## src/rtl/core/sce_ram.sv

```systemverilog
`default_nettype none
module sce_ram #(
   parameter int WIDTH = 16,
   parameter int DEPTH = 32,
   localparam int AW = (DEPTH > 1) ? $clog2(DEPTH) : 1
) (
   input  wire logic             clock,
   input  wire logic             wr_en,
   input  wire logic [AW-1:0]    wr_addr,
   input  wire logic [WIDTH-1:0] wr_data,
   input  wire logic [AW-1:0]    rd_addr,
   output logic      [WIDTH-1:0] rd_data
);

   logic [WIDTH-1:0] mem_ff [DEPTH];

   // Write one entry, register the read
   always_ff @(posedge clock) begin
      if (wr_en) begin
         mem_ff[wr_addr] <= wr_data;
      end
      rd_data <= mem_ff[rd_addr];
   end

endmodule
`default_nettype wire

```

## config.mk

```make
export PLATFORM = sky130hd
export DESIGN_NAME = sce_ram
export DESIGN_NICKNAME = d
export VERILOG_FILES = /design/src/rtl/core/sce_ram.sv
export SDC_FILE = /design/constraint.sdc
export NUM_CORES = 1
export LEC_CHECK = 0
export BUFFER_PORTS_ARGS = -buffer_cell sky130_fd_sc_hd__buf_2
export CAP_MARGIN = 20
export CELL_PAD_IN_SITES_DETAIL_PLACEMENT = 0
export CELL_PAD_IN_SITES_GLOBAL_PLACEMENT = 1
export CORE_ASPECT_RATIO = 0.75
export CORE_MARGIN = 4
export CORE_UTILIZATION = 58
export DETAILED_ROUTE_END_ITERATION = 6
export GPL_TIMING_DRIVEN = 0
export PLACE_DENSITY = 0.95
export RECOVER_POWER = 50
export SETUP_SLACK_MARGIN = 0.3
export SYNTH_ARGS = -nofsm -noshare
export SYNTH_HDL_FRONTEND = slang
export SYNTH_SLANG_ARGS = --single-unit
```

## constraint.sdc

```tcl
create_clock -name clock -period 4.5 [get_ports clock]
set_input_delay 0.45 -clock clock [delete_from_list [all_inputs] [get_ports clock]]
set_output_delay 0.45 -clock clock [all_outputs]
set_load 0.02 [all_outputs]
```

Word-level counts from Yosys, hierarchy flattened

Memory sizes are Yosys's and may differ from the RTL's. A register that Yosys moved wholly into a read port is not among the register bits.
Cells that the tools add are included.

Word-level logic and storage cells: 3
Memories kept: 1
Output and inout bits: 16
Input bits: 28
Flip-flop bits (word level): 0
RAM bits: 512

Multiplexer cells: 2

Memories:

| memory | depth | width | read ports | clocked after Yosys merged registers in | write ports | RTL line | text |
|---|---|---|---|---|---|---|---|
| mem_ff | 32    | 16    | 1          | 1                                       | 1           | 15       | `logic [WIDTH-1:0] mem_ff [DEPTH];` |

Operator list:

| kind             | count |
|---|---|
| 1-bit 2-to-1 mux | 2 |

Depth between registers and ports, before layout

Gate-level depths: netlist (run 1).

Depth in word-level cells: 2
Gate-level depth with buffers: 8
Gate-level depth less buffers: 5

Least setup slack after synthesis (run 1)

No wires, ideal clock.

Path kind: in2reg
Start point: input wr_addr[1]
End point: memory mem_ff[12][0], enable pin
Path buffers: 1
Setup slack: 2.310 ns
Stages on the path: 3
Setup time: 0.388 ns
Data required time: 4.112 ns
Data arrival time: 1.802 ns
Path through: or3b_2 -> clkbuf_1 -> nor2_1

RTL lines:

| element            | RTL line | text |
|---|---|---|
| start: declaration | 9        | `input wire logic [AW-1:0] wr_addr,` |
| end: declaration   | 15       |  |

Straight into the memory's write port.

Worst setup path after layout (run 1)

Start point: input wr_en
End point: memory mem_ff[24][6], enable pin

Cells in the longest elaborated chain, start to end: 2

RTL lines:

| element                                | RTL line | text |
|---|---|---|
| start: declaration                     | 8        | `input wire logic wr_en,` |
| 1-bit 2-to-1 mux                       | 19       | `if (wr_en) begin` |
| 1-bit 2-to-1 mux (implied by the code) | 20       | `mem_ff[wr_addr] <= wr_data;` |

No other way between the ends.

==> results of run 1 <==
==> worst max-delay path: cells and delay by family <==
family | cells | cell delay [ns]
and+or+nand+nor | 2 | 1.32
buffers and inverters | 3 | 0.84
==> power by group <==
group	leakage, nW	internal (W)	switching [W]
Combinational	2.59	0.000187	0.000426
Clock	0.805	0.00240	0.00177
Sequential	4.75	0.00547	0.0000184
Total	8.15	0.00806	0.00222
==> how the worst min path moves through the flow <==
stage | startpoint | endpoint | slack, ns | depth (start not counted)
after floorplan | wr_data[0] | mem_ff[0][0] | 0.55 | 0
after global placement | mem_ff[10][9] | rd_data[9] | 0.62 | 4
after detailed placement | mem_ff[10][9] | rd_data[9] | 0.62 | 4
after CTS | rd_addr[3] | rd_data[15] | 0.33 | 3
after global routing | rd_addr[3] | rd_data[15] | 0.33 | 3
final | rd_addr[3] | rd_data[15] | 0.34 | 3
==> cell usage after synthesis <==
cell type  number  area [sq um]
edfxtp_1      512         15400
clkbuf_1       12          45.0
nor2_4          1          11.3
or3_1           1          6.26
mux2i_1       256          2560
or3b_2          3          26.3
nand2_1        33           124
buf_12          5           100
a22o_1         32           280
nor2_1         33           124
or2_1           1          6.26
nand3b_1        5          37.5
buf_4          19           143
and2_1          1          6.26
buf_2          19          95.1
a22oi_1        64           480
dfxtp_1        16           320
buf_6           6          67.6
a31oi_1        16           100
nand4_1        16           100
nor2b_1         2          12.5
buf_8           6          90.1
nand3_1        34           170
nand2b_1        2          12.5
nor3_1         16          80.1
a21oi_1        32           160
==> final cells by class <==
| cell class | instances | area (sq um) |
|---|---|---|
| diodes | 1 | 2.50 |
| repair buffers | 64 | 423 |
| multi-input cells | 548 | 4320 |
| flip-flops and latches | 528 | 15700 |
| clock inverters | 23 | 196 |
| plain buffers | 67 | 541 |
| well taps | 457 | 572 |
| clock buffers | 66 | 1430 |
| fillers | 2231 | 11700 |
==> per-stage QoR <==
stage	instances	worst slack [ns]	hold slack (ns)	instance area, sq um	total power (W)
CTS	1753	2.21	0.326	23200	0.0103
detailed placement	1664	1.61	0.623	21600	0.00619
global placement	1640	1.46	0.617	21300	0.00617
finish	1754	2.15	0.342	23200	0.0103
global route	1754	2.14	0.333	23200	0.0105
floorplan	1143	2.31	0.549	20500	0.00592
==> per-layer routing <==
| metal | part of all wire | GRT usage | routed length (um) |
|---|---|---|---|
| met1 | 0.39 | 0.369 | 19300 |
| met5 | 0 | 0 | 0 |
| met3 | 0.12 | 0.0588 | 5850 |
| met2 | 0.46 | 0.399 | 23000 |
| met4 | 0.037 | 0.0908 | 1860 |
==> cell families after synthesis <==
| group | Yosys count |
|---|---|
| DFF | 528 |
| and+or+nand+nor | 148 |
| AOI/OAI and AO/OA | 144 |
| buffers and inverters | 67 |
| muxes | 256 |
==> sequential cells by signal, indices dropped and copies added (netlist names) <==
register / flops
rd_data: 16
mem_ff: 512
==> results.toml, run 1 <==
[yosys]
synth_top_family_by_area = "multiplexers"
synth_fa_ha_area_frac = 0
syn-cell-area_sq_um = 20500
synth_xor_area_frac = 0
synth_seq_cells = 528
ys_seq_area_frac = 0.764
synthSimpleGateAreaFrac = 0.0349
yosysUniqueCellTypes = 26
yosysWarnings = 0
synth_compound_area_frac = 0.0497
syn_inst = 1143
yosys-mux-area-fraction = 0.125
syn-num-nets = 1171
syn_area_per_cell_sq_um = 18.0

[power_and_ir_drop]
vdd_drop_max_v = 0.000253
p_leak_nw = 8.15
power_density_nw_per_um2 = 443

[floorplanning]
num_rows = 59
die_w_um = 225
start_util = 0.589
boundaryPins = 44
die_h_um = 171
die-area_sq_um = 38500
fp.coreArea_sq_um = 34800

[grt]
grt_overflow = 0
antenna_found_initial = 2
grt_pass1_wl_um = 72000
track_usage = 0.258
grt_max_degree = 33
grt_pass1_vias = 11000

[clocking]
cts_max_level = 2
cts_sinks = 528
cts_tree = "done"
postCtsHoldBufs = 0
root_buffer = "clkbuf_16"
numCtsBuffers = 49
clk_pin_slew_ns = 0.06
max-clock-path-buffers = 3
cts_setup_buffers = 0
cts-resized-gates = 0
clk_latency_ns = 0.58

[finish]
layout_common_cells = "edfxtp_1, mux2i_1, a22oi_1"
postLayoutCoreUtil = 0.665
layout.nets = 1286
final_common_cell = "edfxtp_1"
drive_gt1_frac = 0.139
area_growth_pct = 12.9

[worst_setup_path]
slowest_delay_ns = 0.87
path_max_fanout = 10
reg2reg_depth = 5
cpMaxStageDelayCell = "nor2_1"
path_class = "in2reg"
crit_path_frequent_cell = "clkbuf_1"
cp-end-kind = "flip-flop"
startpoint = "wr_en"
required_ns = 4.78
worst_ep_arrival_time_ns = 2.63
worstSetupStartpointType = "primary input"
reg2reg_slack_ns = 2.70
worst_r2r_endpoint = "rd_data[9]"
endpoint = "mem_ff[24][6]"
path_cells = "clkbuf_1 > or3b_2 > clkbuf_1 > nor2_1 > buf_4"
r2r_start = "mem_ff[3][9]"

[sta]
period_needed_ns = 2.35
slew_violations = 528
fin_crit_sh = 0.522
hold_violations = 0
worstMarginPinSlew_ns = 1.93
setup_violations = 0
rsz0062_at_grt = "false"
setup-tns-final_ns = 0
fmax_mhz = 426
max_slew_margin = -0.285
fin_skew_ns = 0.0129

[detailed_routing]
drtIter0Drc = 1739
num_vias = 11400
finalWirelength_um = 50000
drc = 0
ant_nets = 0
wire_per_inst_um = 28.5
firstDrtPassIters = 6
viasPerCell = 6.49

[status]
status = "finished with violations"
violations = "max-capacitance violations, max-slew violations"

[hold_path]
hp-class = "in2reg"

[placed_design]
port_buffers = 40
gp_congestion = 0.869
post-dp-hpwl_um = 31200

[run]
max_cap_viol_count = 16
Power figures use the tool's default switching activity.
==> run 2, diff against run 1 <==
--- a/config.mk
+++ b/config.mk
@@ -5,16 +5,17 @@
 export SDC_FILE = /design/constraint.sdc
 export NUM_CORES = 1
 export LEC_CHECK = 0
+export ABC_AREA = 1
 export BUFFER_PORTS_ARGS = -buffer_cell sky130_fd_sc_hd__buf_2
 export CAP_MARGIN = 20
 export CELL_PAD_IN_SITES_DETAIL_PLACEMENT = 0
 export CELL_PAD_IN_SITES_GLOBAL_PLACEMENT = 1
 export CORE_ASPECT_RATIO = 0.75
 export CORE_MARGIN = 4
-export CORE_UTILIZATION = 58
+export CORE_UTILIZATION = 51
 export DETAILED_ROUTE_END_ITERATION = 6
 export GPL_TIMING_DRIVEN = 0
-export PLACE_DENSITY = 0.95
+export PLACE_DENSITY = 0.9
 export RECOVER_POWER = 50
 export SETUP_SLACK_MARGIN = 0.3
 export SYNTH_ARGS = -nofsm -noshare
==> constraint.sdc (replaced) <==
create_clock -name clock -period 2.2 [get_ports clock]
set_input_delay 0.22 -clock clock [delete_from_list [all_inputs] [get_ports clock]]
set_output_delay 0.22 -clock clock [all_outputs]
set_load 0.02 [all_outputs]
==> run 2 against run 1 <==
The run ends with design-rule violations, max-capacitance violations, max-slew violations left; final area is 4.5% higher; critical path depth is 4 lower; via count is 29% higher; sequential share of layout area is 2.9 points lower; utilization is 7.5 points lower; non-clock buffer count is 45 higher; global-route usage is 1.4 points higher; routed wire length is 23% higher; first-iteration DRC count is 15% higher; sequential power is 100% higher; synthesized cell count is 57% higher; area after synthesis is 3.7% higher; largest cell class unchanged; highest routed layer is now met5.
==> results.toml, run 2 <==
[sta]
fmax_mhz = 593
fin_skew_ns = 0.0218
setup-tns-final_ns = 0
setup_violations = 0
fin_ws_ns = 0.514
max_slew_margin = -0.430
fin_crit_sh = 0.766
rsz0062_at_grt = "false"
hold-worst-slack_ns = 0.0563
period_needed_ns = 1.69
slew_violations = 528
worstMarginPinSlew_ns = 2.15
hold_violations = 0

[status]
violations = "design-rule violations, max-capacitance violations, max-slew violations"
status = "finished with violations"

[finish]
layout.area.seq_sq_um = 15700
drive_gt1_frac = 0.117
antenna-diode-count = 0
largest_reg_flops = 512
postLayoutCoreUtil = 0.590
final_common_cell = "nand2_1"
largestRegisters = "mem_ff: 512 flops, rd_data: 16 flops"
layout_common_cells = "nand2_1, edfxtp_1, nand3_1"
area_growth_pct = 13.6
layout.nets = 1941
largest_register = "mem_ff"
num-fill-cells = 3222
multi_input_area_sq_um = 4860

[yosys]
yosysUniqueCellTypes = 15
syn-cell-area_sq_um = 21300
synthTopCellsByCount = "nand2_1, edfxtp_1, nand3_1, buf_2, nor2_1"
yosysTopAreaCellShare = 0.722
syn_inst = 1794
syn-num-nets = 1822
yosysWarnings = 0
synth_seq_cells = 528
synthTopCellsByArea = "edfxtp_1, nand2_1, nand3_1, dfxtp_1, buf_6"
syn_area_per_cell_sq_um = 11.9
synth-edff-count = 512
synthFlopType = "edfxtp_1"
synth.most_common_cell = "nand2_1"
ys_async_sr_fraction = 0
yosysTopAreaCell = "edfxtp_1"
ys_seq_area_frac = 0.737

[grt]
track_usage = 0.272
grt_pass1_vias = 13700
grt_overflow = 0
use_met3 = 0.0745
top_usage_layer = "met2"
antenna_found_initial = 2
grt_use_met1 = 0.399
grt_pass1_wl_um = 89300
grt_util_met2 = 0.414
grt_max_degree = 33

[worst_setup_path]
path_cells = "clkbuf_1"
slowest_delay_ns = 1.49
path_class = "in2reg"
required_ns = 2.26
worst_r2r_endpoint = "rd_data[10]"
cpMaxStageDelayCell = "clkbuf_1"
cp-end-kind = "flip-flop"
reg2reg_depth = 8
endpoint = "mem_ff[9][10]"
r2r_start = "mem_ff[1][10]"
worst_ep_arrival_time_ns = 1.75
path_max_fanout = 32
reg2reg_slack_ns = 0.79
cp.depth = 1
worstSetupStartpointType = "primary input"
crit_buf_inv = 1
critPathTopFamily = "buffers and inverters"
startpoint = "wr_data[10]"

[clocking]
cts_tree = "done"
cts-resized-gates = 0
numCtsBuffers = 49
root_buffer = "clkbuf_16"
cts_setup_buffers = 0
cts_max_level = 2
clk_pin_slew_ns = 0.06
cts_sinks = 528
clk_latency_ns = 0.59
postCtsHoldBufs = 0
max-clock-path-buffers = 3

[power_and_ir_drop]
power_density_nw_per_um2 = 876
seqPwrFrac = 0.529
vdd_drop_max_v = 0.000709
switching_share = 0.233
comb_power_share = 0.075
clkPwrFrac = 0.396
p_leak_nw = 8.97
p_sw_w = 0.00494
p_int_w = 0.0163

[floorplanning]
die-area_sq_um = 45100
die_w_um = 244
num_rows = 64
die_h_um = 185
fp.coreArea_sq_um = 41000
start_util = 0.520
boundaryPins = 44

[detailed_routing]
num_vias = 14700
firstDrtPassIters = 7
drtIter0Drc = 2002
ant_nets = 0
viasPerCell = 5.84
finalWirelength_um = 61500
drc = 12
wire_per_inst_um = 24.5

[hold_path]
hp-class = "in2reg"
hold_path_startpoint = "rd_addr[4]"

[placed_design]
gp_congestion = 0.960
detailedPlace.worstSlack_ns = 0.00731
post-dp-hpwl_um = 40100
port_buffers = 40

[run]
max_cap_viol_count = 16
-- run 2: changes by cell type after synthesis, moves of 16 or more --
cell     delta
a31oi_1    -16
a22o_1     -32
nand4_1    -16
nand2_1   +687
mux2i_1   -256
nor3_1     -16
buf_6      +18
a22oi_1    -64
nand3_1   +362
a21oi_1    -32
-- run 2: logic make-up (layout without fill, tap and decap cells) --
family,count (synthesis),after routing,share of synthesized area
buffers and inverters,118,275,0.0377
DFF,528,528,0.737
and+or+nand+nor,1148,1148,0.226
-- run 2: cell type report --
type / count / share of cell area
multi-input cells: 1148 / 0.201
repair buffers: 68 / 0.0247
inverters: 10 / 0.00176
plain buffers: 108 / 0.0314
well taps: 561 / 0.0290
clock buffers: 58 / 0.0520
clock inverters: 31 / 0.0121
flip-flops and latches: 528 / 0.648
-- run 2: power by group through the flow --
stage / sequential [W] / clock (W) / combinational (W)
after floorplan: 0.0115 / 0 / 0.000777
after global placement: 0.0114 / 0 / 0.00149
after detailed placement: 0.0114 / 0 / 0.00155
after CTS: 0.0112 / 0.00840 / 0.00155
after global routing: 0.0112 / 0.00887 / 0.00170
final: 0.0112 / 0.00840 / 0.00159
-- run 2: worst min path at each step --
stage	end	slack, ns	depth (start not counted)
4_1_cts	rd_data[2]	0.03	3
6_report	rd_data[2]	0.06	3
3_3_place_gp	rd_data[2]	0.63	3
5_1_grt	rd_data[2]	0.05	3
2_1_floorplan	mem_ff[0][0]	0.32	0
3_5_place_dp	rd_data[2]	0.63	3
-- run 2: stage by stage --
stage | instance area [sq um] | cells | total power (W)
6_report | 24200 | 2512 | 0.0212
5_1_grt | 24200 | 2512 | 0.0218
4_1_cts | 24300 | 2512 | 0.0212
3_5_place_dp | 22700 | 2423 | 0.0130
3_3_place_gp | 22200 | 2395 | 0.0129
2_1_floorplan | 21300 | 1794 | 0.0122
-- run 2: metal layers --
metal,routed length (um),vias up
met4,1370,2
met2,26700,1044
met1,23900,7017
li1,-,6490
met5,13,-
met3,9450,108
